===== config.mk =====
export PLATFORM = sky130hd
export DESIGN_NAME = led_blink_rate_classifier
export DESIGN_NICKNAME = d
export VERILOG_FILES = /design/src/rtl/led_brc_pkg.sv /design/src/rtl/led_brc_cfg.sv /design/src/rtl/led_brc_step.sv /design/src/rtl/led_blink_rate_classifier.sv
export SDC_FILE = /design/constraint.sdc
export NUM_CORES = 1
export LEC_CHECK = 0
export ABC_AREA = 1
export BUFFER_PORTS_ARGS = -buffer_cell sky130_fd_sc_hd__buf_2
export CORE_ASPECT_RATIO = 0.75
export CORE_MARGIN = 2
export CORE_UTILIZATION = 50
export DETAILED_ROUTE_END_ITERATION = 12
export GPL_ROUTABILITY_DRIVEN = 0
export PLACE_DENSITY_LB_ADDON = 0.15
export SETUP_SLACK_MARGIN = 0.02
export SYNTH_ARGS = -nofsm -noshare
export SYNTH_HDL_FRONTEND = slang
export SYNTH_SLANG_ARGS = --single-unit
export TNS_END_PERCENT = 30

===== constraint.sdc =====
create_clock -name i_clk -period 8.4 [get_ports i_clk]
set_clock_uncertainty 0.2 [all_clocks]
set_input_delay 0.84 -clock i_clk [delete_from_list [all_inputs] [get_ports i_clk]]
set_output_delay 0.84 -clock i_clk [all_outputs]
set_load 0.02 [all_outputs]

===== src/rtl/led_brc_pkg.sv =====
// Shared types and constants of the LED blink-rate classifier.
// No dependencies; every other file of the block imports this package.
`timescale 1ns / 1ps

package led_brc_pkg;

    // Width of one configuration register and of the write port index.
    localparam int CFG_W     = 16;
    localparam int CFG_IDX_W = 3;
    // 3 * steady time needs two more bits than the register itself.
    localparam int STEADY3_W = CFG_W + 2;
    // Width of the reported pulse length field.
    localparam int PULSE_W   = 20;
    // Packed beat widths on the stream ports.
    localparam int IN_W      = 8;
    localparam int OUT_W     = 24;

    // Register indexes on the configuration port.
    localparam logic [CFG_IDX_W-1:0] CFG_IGNORE    = 3'd0;
    localparam logic [CFG_IDX_W-1:0] CFG_FAST      = 3'd1;
    localparam logic [CFG_IDX_W-1:0] CFG_SLOW      = 3'd2;
    localparam logic [CFG_IDX_W-1:0] CFG_TOLERANCE = 3'd3;
    localparam logic [CFG_IDX_W-1:0] CFG_STEADY    = 3'd4;

    // Reset values of the registers.
    localparam logic [CFG_W-1:0] RST_IGNORE    = 16'd50;
    localparam logic [CFG_W-1:0] RST_FAST      = 16'd100;
    localparam logic [CFG_W-1:0] RST_SLOW      = 16'd1000;
    localparam logic [CFG_W-1:0] RST_TOLERANCE = 16'd20;
    localparam logic [CFG_W-1:0] RST_STEADY    = 16'd1200;
    localparam logic [STEADY3_W-1:0] RST_STEADY3 = 18'd3600;

    typedef enum logic [2:0] {
        MODE_OFF     = 3'd0,
        MODE_SLOW    = 3'd1,
        MODE_FAST    = 3'd2,
        MODE_ON      = 3'd3,
        MODE_UNKNOWN = 3'd4
    } t_mode;

    typedef struct packed {
        logic [CFG_W-1:0]     ignore_ms;
        logic [CFG_W-1:0]     fast_period_ms;
        logic [CFG_W-1:0]     slow_period_ms;
        logic [CFG_W-1:0]     tolerance_ms;
        logic [CFG_W-1:0]     steady_ms;
        logic [STEADY3_W-1:0] steady_x3_ms;
    } t_cfg;

endpackage


===== src/rtl/led_brc_cfg.sv =====
// Configuration register file of the LED blink-rate classifier.
// Depends on led_brc_pkg; also keeps three times the steady time ready.
`timescale 1ns / 1ps

module led_brc_cfg
    import led_brc_pkg::*;
(
    input  logic                 i_clk,
    input  logic                 i_rst_n,
    input  logic                 i_cfg_we,
    input  logic [CFG_IDX_W-1:0] i_cfg_idx,
    input  logic [CFG_W-1:0]     i_cfg_wdata,
    output t_cfg                 o_cfg
);

    t_cfg r_cfg;
    t_cfg n_cfg;

    always_comb begin
        n_cfg = r_cfg;
        if (i_cfg_we) begin
            unique case (i_cfg_idx)
                CFG_IGNORE:    n_cfg.ignore_ms      = i_cfg_wdata;
                CFG_FAST:      n_cfg.fast_period_ms = i_cfg_wdata;
                CFG_SLOW:      n_cfg.slow_period_ms = i_cfg_wdata;
                CFG_TOLERANCE: n_cfg.tolerance_ms   = i_cfg_wdata;
                CFG_STEADY: begin
                    n_cfg.steady_ms    = i_cfg_wdata;
                    n_cfg.steady_x3_ms = {1'b0, i_cfg_wdata, 1'b0}
                                       + {2'b00, i_cfg_wdata};
                end
                default: ;
            endcase
        end
    end

    always_ff @(posedge i_clk) begin
        if (!i_rst_n) begin
            r_cfg.ignore_ms      <= RST_IGNORE;
            r_cfg.fast_period_ms <= RST_FAST;
            r_cfg.slow_period_ms <= RST_SLOW;
            r_cfg.tolerance_ms   <= RST_TOLERANCE;
            r_cfg.steady_ms      <= RST_STEADY;
            r_cfg.steady_x3_ms   <= RST_STEADY3;
        end else begin
            r_cfg <= n_cfg;
        end
    end

    assign o_cfg = r_cfg;

endmodule


===== src/rtl/led_brc_step.sv =====
// Per-tick next-state and result logic of the LED blink-rate classifier.
// Depends on led_brc_pkg; purely combinational, fed from registered state.
`timescale 1ns / 1ps

module led_brc_step
    import led_brc_pkg::*;
#(
    parameter int TIME_BITS = 20
) (
    input  t_cfg                 i_cfg,
    input  logic                 i_level,
    input  logic [TIME_BITS-1:0] i_elapsed,
    input  logic [TIME_BITS-1:0] i_last_pulse,
    input  logic                 i_prior_level,
    input  t_mode                i_mode,
    output logic [TIME_BITS-1:0] o_elapsed,
    output logic [TIME_BITS-1:0] o_last_pulse,
    output t_mode                o_mode,
    output logic                 o_changed,
    output logic                 o_edge_taken,
    output logic [PULSE_W-1:0]   o_pulse_out
);

    // True when the pulse lies strictly within the tolerance of the nominal length.
    function automatic logic near_nominal(input logic [TIME_BITS-1:0] pulse,
                                          input logic [CFG_W-1:0]     nominal,
                                          input logic [CFG_W-1:0]     tol);
        logic [TIME_BITS-1:0] nom;
        logic [TIME_BITS-1:0] diff;
        nom  = TIME_BITS'(nominal);
        diff = (pulse >= nom) ? (pulse - nom) : (nom - pulse);
        return diff < TIME_BITS'(tol);
    endfunction

    logic [TIME_BITS-1:0] w_now;
    t_mode                w_mode;

    // Saturating millisecond count.
    assign w_now = (&i_elapsed) ? i_elapsed : i_elapsed + 1'b1;

    assign o_edge_taken = (i_level != i_prior_level) &&
                          (w_now > TIME_BITS'(i_cfg.ignore_ms));
    assign o_last_pulse = o_edge_taken ? w_now : i_last_pulse;
    assign o_elapsed    = o_edge_taken ? '0 : w_now;

    always_comb begin
        w_mode = i_mode;
        if (o_edge_taken) begin
            if (near_nominal(o_last_pulse, i_cfg.fast_period_ms, i_cfg.tolerance_ms)) begin
                w_mode = MODE_FAST;
            end else if (near_nominal(o_last_pulse, i_cfg.slow_period_ms,
                                      i_cfg.tolerance_ms)) begin
                w_mode = MODE_SLOW;
            end
        end
        if ((o_elapsed > TIME_BITS'(i_cfg.steady_ms)) &&
            (o_elapsed < TIME_BITS'(i_cfg.steady_x3_ms))) begin
            w_mode = i_level ? MODE_OFF : MODE_ON;
        end
    end

    assign o_mode    = w_mode;
    assign o_changed = (w_mode != i_mode);

    generate
        if (TIME_BITS > PULSE_W) begin : g_sat
            assign o_pulse_out = (|o_last_pulse[TIME_BITS-1:PULSE_W]) ? '1
                               : o_last_pulse[PULSE_W-1:0];
        end else begin : g_ext
            assign o_pulse_out = PULSE_W'(o_last_pulse);
        end
    endgenerate

endmodule


===== src/rtl/led_blink_rate_classifier.sv =====
// Top level of the LED blink-rate classifier: stream ports, pipeline and state.
// Depends on led_brc_pkg, led_brc_cfg and led_brc_step.
`timescale 1ns / 1ps

// The block takes one beat per millisecond tick carrying the sampled LED sense
// level (active low: 0 means lit) and returns exactly one result beat per input
// beat, holding the LED mode (0 off, 1 slow blink, 2 fast blink, 3 on,
// 4 unknown), a flag that the mode changed on this tick, and the length in ms
// of the last accepted pulse, saturated to 20 bits. Level changes no more than
// ignore_ms after the last accepted change are dropped; an accepted pulse within
// tolerance_ms of the fast or slow period selects that blink mode, and a quiet
// time strictly between steady_ms and three times steady_ms reports steady on
// or off. The block accepts one beat every clock cycle unless a result waits
// on the output side while another beat sits in the input register; each beat
// is registered in the input register and then resolved in a single pass of
// compare and add logic on the state registers into the result register. The
// result register lets a new beat enter while an earlier result waits on the
// output side. Configuration writes take effect on the next cycle and must be
// made only while no beat is in flight.

module led_blink_rate_classifier
    import led_brc_pkg::*;
#(
    parameter int TIME_BITS = 20
) (
    input  logic                 i_clk,
    input  logic                 i_rst_n,
    // Configuration write port.
    input  logic                 i_cfg_we,
    input  logic [CFG_IDX_W-1:0] i_cfg_idx,
    input  logic [CFG_W-1:0]     i_cfg_wdata,
    // Input stream.
    input  logic                 s_axis_tvalid,
    output logic                 s_axis_tready,
    input  logic [IN_W-1:0]      s_axis_tdata,   // [0] led_level, [7:1] zero
    // Result stream.
    output logic                 m_axis_tvalid,
    input  logic                 m_axis_tready,
    output logic [OUT_W-1:0]     m_axis_tdata    // [2:0] led_mode, [3] mode_changed,
                                                 // [23:4] pulse_length
);

    t_cfg w_cfg;

    led_brc_cfg u_cfg (
        .i_clk       (i_clk),
        .i_rst_n     (i_rst_n),
        .i_cfg_we    (i_cfg_we),
        .i_cfg_idx   (i_cfg_idx),
        .i_cfg_wdata (i_cfg_wdata),
        .o_cfg       (w_cfg)
    );

    // Input register stage.
    logic r_in_valid;
    logic r_in_level;

    // Classifier state, updated whenever a beat moves into the result register.
    logic [TIME_BITS-1:0] r_elapsed;
    logic [TIME_BITS-1:0] r_last_pulse;
    logic                 r_prior_level;
    t_mode                r_mode;

    // Result register stage.
    logic                 r_out_valid;
    t_mode                r_out_mode;
    logic                 r_out_changed;
    logic [PULSE_W-1:0]   r_out_pulse;

    logic [TIME_BITS-1:0] n_elapsed;
    logic [TIME_BITS-1:0] n_last_pulse;
    t_mode                n_mode;
    logic                 n_changed;
    logic                 w_edge_taken;
    logic [PULSE_W-1:0]   n_pulse;

    // A beat advances from the input register when the result register is
    // empty or is being emptied in this cycle.
    logic w_adv;
    assign w_adv         = r_in_valid && (!r_out_valid || m_axis_tready);
    assign s_axis_tready = !r_in_valid || w_adv;

    led_brc_step #(
        .TIME_BITS (TIME_BITS)
    ) u_step (
        .i_cfg         (w_cfg),
        .i_level       (r_in_level),
        .i_elapsed     (r_elapsed),
        .i_last_pulse  (r_last_pulse),
        .i_prior_level (r_prior_level),
        .i_mode        (r_mode),
        .o_elapsed     (n_elapsed),
        .o_last_pulse  (n_last_pulse),
        .o_mode        (n_mode),
        .o_changed     (n_changed),
        .o_edge_taken  (w_edge_taken),
        .o_pulse_out   (n_pulse)
    );

    always_ff @(posedge i_clk) begin
        if (!i_rst_n) begin
            r_in_valid <= 1'b0;
        end else if (s_axis_tvalid && s_axis_tready) begin
            r_in_valid <= 1'b1;
        end else if (w_adv) begin
            r_in_valid <= 1'b0;
        end
    end

    always_ff @(posedge i_clk) begin
        if (s_axis_tvalid && s_axis_tready) begin
            r_in_level <= s_axis_tdata[0];
        end
    end

    // The reset state is LED dark, nothing counted, mode unknown.
    always_ff @(posedge i_clk) begin
        if (!i_rst_n) begin
            r_elapsed     <= '0;
            r_last_pulse  <= '0;
            r_prior_level <= 1'b1;
            r_mode        <= MODE_UNKNOWN;
        end else if (w_adv) begin
            r_elapsed     <= n_elapsed;
            r_last_pulse  <= n_last_pulse;
            r_prior_level <= r_in_level;
            r_mode        <= n_mode;
        end
    end

    always_ff @(posedge i_clk) begin
        if (!i_rst_n) begin
            r_out_valid <= 1'b0;
        end else if (w_adv) begin
            r_out_valid <= 1'b1;
        end else if (m_axis_tready) begin
            r_out_valid <= 1'b0;
        end
    end

    always_ff @(posedge i_clk) begin
        if (w_adv) begin
            r_out_mode    <= n_mode;
            r_out_changed <= n_changed;
            r_out_pulse   <= n_pulse;
        end
    end

    assign m_axis_tvalid = r_out_valid;
    assign m_axis_tdata  = {r_out_pulse, r_out_changed, r_out_mode};

    // The reported mode always matches the live mode state, since both load
    // on the same beat.
    a_mode_tracks_state: assert property (@(posedge i_clk) disable iff (!i_rst_n)
        r_out_valid |-> (r_out_mode == r_mode))
        else $error("result mode differs from mode state");

    // An accepted level change restarts the elapsed counter.
    a_edge_restarts: assert property (@(posedge i_clk) disable iff (!i_rst_n)
        (w_adv && w_edge_taken) |=> (r_elapsed == '0))
        else $error("elapsed counter not restarted after accepted edge");

    // The input side only stalls while a beat is held in the input register.
    a_stall_only_full: assert property (@(posedge i_clk) disable iff (!i_rst_n)
        !s_axis_tready |-> (r_in_valid && r_out_valid && !m_axis_tready))
        else $error("input stalled without a held beat");

endmodule


# Word level (Yosys, flattened, before mapping)
# Index checks and enable logic that the tools add are counted.
[word_totals]
inputBits = 32
reg_bits = 169
wordCells = 66
output_inout_bits = 26
[classes]
muxes = 14
magnitude_cmp = 7
addsub = 6
eq_ne = 6
n_reduce_logical = 17
[ops]
columns = ["operator", "n"]
rows = [
  ["2-to-1 mux 20 bit", 5],
  ["greater-or-equal comparator 20 x 16 -> 1 bit", 2],
  ["> comparator 20 x 16 -> 1 bit", 2],
  ["< comparator 20 x 16 -> 1 bit", 2],
  ["subtractor 16 x 20 -> 20 bit", 2],
  ["subtractor 20 x 16 -> 20 bit", 2],
  ["adder 20 x 1 -> 20 bit, second input constant", 1],
  ["< comparator 20 x 18 -> 1 bit", 1],
  ["AND reduction 20 bit", 1],
  ["adder 17 x 16 -> 18 bit", 1],
  ["2-to-1 mux 3 bit", 4],
  ["AND reduction 2 bit", 5],
  ["equality test 3 x 2 -> 1 bit, second input constant", 2],
  ["logical AND 1 bit", 4],
  ["2-to-1 mux 1 bit", 4],
  ["nonzero test 2 bit", 2],
  ["equality test 3 x 1 -> 1 bit, second input constant", 1],
  ["equality test 3 bit, second input constant", 1],
  ["zero test 3 bit", 1],
  ["inequality test 3 bit", 1],
  ["zero test 1 bit", 2],
  ["logical OR 1 bit", 2],
  ["2-to-1 mux 2 bit", 1],
  ["inequality test 1 bit", 1],
]

# Longest topological paths before layout
[logic_depth]
word_depth = 13
ltp_mapped = 61
depth_no_buf = 58

# Hierarchy
# A second synthesis with hierarchy kept.
[hier_totals]
hier_cells = 2089
area_unflattened_um2 = 13895.8
[by_module_without_submodules]
columns = ["module", "n_inst", "area_per_inst_um2", "seq_area_each_um2", "cells_per_inst"]
rows = [
  ["led_brc_step", 1, 6754.0, 0.0, 1158],
  ["led_brc_cfg", 1, 4301.6, 1941.9, 608],
  ["led_blink_rate_classifier", 1, 2840.2, 1671.6, 323],
]

# Least setup slack after synthesis
# OpenSTA, ideal clock, no wires.
[synth_timing]
path_type = "flip-flop to flip-flop"
start = "register r_elapsed[0]"
end = "register r_out_changed (data pin)"
setup_ns = 0.259
slack_ns = 0.053
stages_incl_launch_ff = 57
path_buffers = 3
required_ns = 7.941
period_less_slack_ns = 8.347
t_arrival_ns = 7.888
cell_sequence = "dfxtp_1 > ha_1 > inv_2 > nor2_2 > nand2_2 > nor2_4 > nand3_2 > nand2_1 > inv_1 > nand2_1 > nor2_1 > nand3_1 > xor2_1 > inv_1 > ha_1 > a21oi_1 > nor2_1 > a211oi_1 > [21 not listed] > inv_1 > ha_1 > nand2_1 > inv_1 > o21ai_0 > a21oi_1 > a2111oi_0 > o31ai_1 > nand4_1 > nand4_1 > nor2_1 > nand3_1 > nor2_1 > a21oi_2 > nand2_1 > nand3_1 > nand2_1 > nand3_1"
[synth_via]
elab_chain_len = 13
elab_cells_between_ends = 25
cone_classes = "add/sub (5); order compare (7); eq/ne (1); mux (9); reduce/logical (3)"
[synth_rtl]
columns = ["element", "line_no", "source"]
rows = [
  ["from (decl)", "led_blink_rate_classifier.sv:59", "logic [TIME_BITS-1:0] r_elapsed;"],
  ["from (signal assigned)", "led_blink_rate_classifier.sv:124", "r_elapsed <= n_elapsed;"],
  ["adder 20 x 1 -> 20 bit or AND reduction 20 bit (tied branches)", "led_brc_step.sv:39", "assign w_now = (&i_elapsed) ? i_elapsed : i_elapsed + 1'b1;"],
  ["2-to-1 mux 20 bit *", "led_brc_step.sv:39", ""],
  ["> comparator 20 x 16 -> 1 bit", "led_brc_step.sv:42", "(w_now > TIME_BITS'(i_cfg.ignore_ms));"],
  ["logical AND 1 bit", "led_brc_step.sv:41", "assign o_edge_taken = (i_level != i_prior_level) &&"],
  ["2-to-1 mux 20 bit *", "led_brc_step.sv:43", "assign o_last_pulse = o_edge_taken ? w_now : i_last_pulse;"],
  ["named net n_last_pulse[1]", "led_blink_rate_classifier.sv:71", "logic [TIME_BITS-1:0] n_last_pulse;"],
  ["subtractor 16 x 20 -> 20 bit (tied with other cells)", "led_brc_step.sv:31", "diff = (pulse >= nom) ? (pulse - nom) : (nom - pulse);"],
  ["2-to-1 mux 20 bit", "led_brc_step.sv:31", ""],
  ["< comparator 20 x 16 -> 1 bit", "led_brc_step.sv:32", "return diff < TIME_BITS'(tol);"],
  ["2-to-1 mux 3 bit", "led_brc_step.sv:51", "end else if (near_nominal(o_last_pulse, i_cfg.slow_period_ms,"],
  ["2-to-1 mux 3 bit *", "led_brc_step.sv:49", "if (near_nominal(o_last_pulse, i_cfg.fast_period_ms, i_cfg.tolerance_ms)) begin"],
  ["2-to-1 mux 3 bit *", "led_brc_step.sv:48", "if (o_edge_taken) begin"],
  ["2-to-1 mux 3 bit *", "led_brc_step.sv:56", "if ((o_elapsed > TIME_BITS'(i_cfg.steady_ms)) &&"],
  ["inequality test 3 bit *", "led_brc_step.sv:63", "assign o_changed = (w_mode != i_mode);"],
  ["named net n_changed", "led_blink_rate_classifier.sv:73", "logic n_changed;"],
  ["to (signal assigned)", "led_blink_rate_classifier.sv:144", "r_out_changed <= n_changed;"],
  ["to (decl)", "led_blink_rate_classifier.sv:67", "logic r_out_changed;"],
]
# Mark *: on every way through the listed nets, which the timed path passes. The rest lies on a longest branch.
# A chain may end at the register's enable or synchronous reset.

# Worst setup path after layout
# Same ends and word-level chain as after synthesis.

==> reports/summary.txt <==
Outcome: finished clean
Largest net degree at the start of global routing: 106
Routed Antenna Nets: 0
Slew Limit Headroom: 24.94%
Design Area, Final: 15,040 um^2
Grt ovf: 0
Synth Register Bits: 168
Area of the multi-input gates: 8040 um^2
CTS clk-pin slew, worst paths: 0.07 ns
Fill count: 2,338
Final core occ: 60.24%
DRC violations left: 0
Worst vdd ir: 0.1668 mV
IO Count: 58
Total global-route track usage: 28.15%
Crit-path max cell delay: 0.46 ns
Drt total wl: 38,370 um
Post-synth EDFFs: 25
Initial antenna violation count: 1
Fmax: 123.5 MHz
Slowest stage cell, crit path: a2111oi_4
DIE WIDTH: 188.2 um
Number of max-cap violations: 0
Drt pass-1 iters: 5
Worst Tran Pin Value: 1.126 ns
Critical Path Fanout Max: 6
FP Rows: 50
CTS tree: yes
Tmin final: 8.099 ns
CTS Root Buffer Type: clkbuf_16
Post-DR vias/cell: 5.439
# port buffers: 50
First-pass GRT wire length: 58,700 um
Final net count: 2,127
Die area: 26,740 um^2
Wire per inst: 16.83 um
Commonest non-fill, non-tap cell in the layout: inv_1
N_diodes: 0
Vias in the first global route: 10,870
Hold-fix buffers, CTS: 0
DP HPWL: 28,710 um
Fraction of layout cells with a size suffix above 1: 15.65%
DR vias: 12,400
Pleak: 7.334 nW
Final cell count without fillers: 2,280
Post-place instance area: 13,790 um^2
Critical Path Start Type: flip-flop
H-tree depth: 4
CP dominant cell by count: a21oi_2
Num CTS Buffers: 17
Synth Warn #: 0
Critical path type: reg2reg
Synthesized area: 12,720 um^2
Avg Inst Size Synth: 7.031 um^2
Yosys cell types: 48
Register Area: 3620 um^2
DR iter-0 viols: 1,167
Core ar.: 24,960 um^2
Clock Path Buffers: 2
# setup viols final: 0
Synth async-reset ratio: 0%
Worst-skew pair later-pin latency: 0.45 ns
Area growth, synth to finish: 18.23%
Die height: 142.1 um
PwrDens: 215.9 nW/um^2
Synth Flop Type: dfxtp_1
Worst hold path type: reg2reg
Syn nets: 2,007
CTS Sinks: 168
Register area share after synthesis: 28.41%
Critical Path AT: 8.09 ns
Final period util: 96.42%
Placed cell count: 2,224
Final Hold Vio Count: 0
Initial core utilization: 50.95%
Worst path required time: 8.39 ns
Worst Setup End Kind: flip-flop
Slew Viols, Final: 0
Leading cell types in the layout, fill and taps excluded: inv_1 (314), nand2_1 (301), a21oi_1 (211), o21ai_0 (173), ha_1 (149)
Cells after Synth: 1,809
timing repair:
action	CTS	global route
endpoints found under the setup margin	7	7
gates resized for setup	9	115
pin swaps	0	32
endpoints found under the hold margin	0	0
setup buffers	0	20
cloned	0	4
layout make-up:
| type | count | area share [%] |
|---|---|---|
| repair inverters | 1 | 0.04993 |
| inverters | 327 | 8.263 |
| clock inverters | 7 | 0.7655 |
| repair buffers | 153 | 7.198 |
| clock buffers | 25 | 3.370 |
| flip-flops and latches | 168 | 24.07 |
| well taps | 338 | 2.812 |
| multi-input cells | 1261 | 53.47 |
where the power goes:
| part | leakage (nW) | internal (W) | switching, W | total [W] |
|---|---|---|---|---|
| Sequential | 1.41 | 0.000864 | 0.0000205 | 0.000884 |
| Combinational | 5.63 | 0.000586 | 0.000926 | 0.00151 |
| Clock | 0.299 | 0.000509 | 0.000341 | 0.000850 |
| Total | 7.33 | 0.00196 | 0.00129 | 0.00325 |
worst max-delay path: cells and delay by family (launching register included):
kind,cells,cell delay (ns)
xor gates and xnor gates,2,0.33
adders and majority gates,5,1.37
DFF,1,0.34
buffers and inverters,9,0.89
AOI/OAI and AO/OA,11,1.98
and+or+nand+nor,26,2.49
muxes,1,0.22
Yosys cell counts, types with 8 or more instances:
| master | instances | area (um^2) |
|---|---|---|
| nand2_1 | 312 | 1171 |
| ha_1 | 161 | 2014 |
| nor2_1 | 103 | 386.6 |
| clkbuf_1 | 50 | 187.7 |
| nor2_2 | 8 | 50.05 |
| o211ai_1 | 24 | 180.2 |
| xor2_1 | 26 | 227.7 |
| xnor2_1 | 28 | 245.2 |
| nand4_1 | 18 | 112.6 |
| nand2_2 | 10 | 62.56 |
| dfxtp_1 | 143 | 2863 |
| o21ai_0 | 194 | 970.9 |
| edfxtp_1 | 25 | 750.7 |
| a21oi_1 | 220 | 1101 |
| a211oi_1 | 8 | 60.06 |
| inv_1 | 317 | 1190 |
| nand3_1 | 64 | 320.3 |
state kept, by name (all words and copies together) (netlist names):
name and cells:
r_out_changed 1, r_out_pulse 20, r_in_level 1, r_mode 3, r_last_pulse 20, r_prior_level 1
r_out_mode 3, r_elapsed 20, u_cfg.o_cfg 97, r_in_valid 1, m_axis_tvalid 1
kinds of logic (layout without fill, tap and decap cells):
group,count (synthesis),count (layout),share of synthesized area [%]
flops,168,168,28.41
buf+inv,381,513,11.41
simple gates,540,541,18.27
mux,7,7,0.5509
xor+xnor,54,54,3.719
fa+ha+maj,166,166,16.63
compound gates,493,493,21.01
worst paths after layout:
check | endpoint | cells after the start | start | slack, ns
max | r_out_changed | 54 | r_elapsed[0] | 0.30
min reg2reg | u_cfg.o_cfg[97] | 2 | u_cfg.o_cfg[97] | 0.26
max reg2reg | r_out_changed | 54 | r_elapsed[0] | 0.30
min | u_cfg.o_cfg[97] | 2 | u_cfg.o_cfg[97] | 0.26
per-layer routing:
layer / track usage (%) / wire length, um
met1: 42.06 / 19340
met2: 40.80 / 15380
met3: 6.386 / 2996
met4: 6.506 / 656
met5: 0 / 0
through the flow:
stage | setup slack, ns | total power (W) | hold slack (ns) | setup TNS, ns
after CTS | 0.03078 | 0.003052 | 0.2643 | 0
final | 0.3007 | 0.003246 | 0.2600 | 0
after global placement | 0.07269 | 0.002166 | 0.2482 | 0
after global routing | -0.1440 | 0.003443 | 0.2877 | -0.1440
after floorplan | 0.05326 | 0.001807 | 0.2331 | 0
after detailed placement | -0.1587 | 0.002197 | 0.2547 | -0.1651
Note: power is estimated with default switching activity, not from simulation.
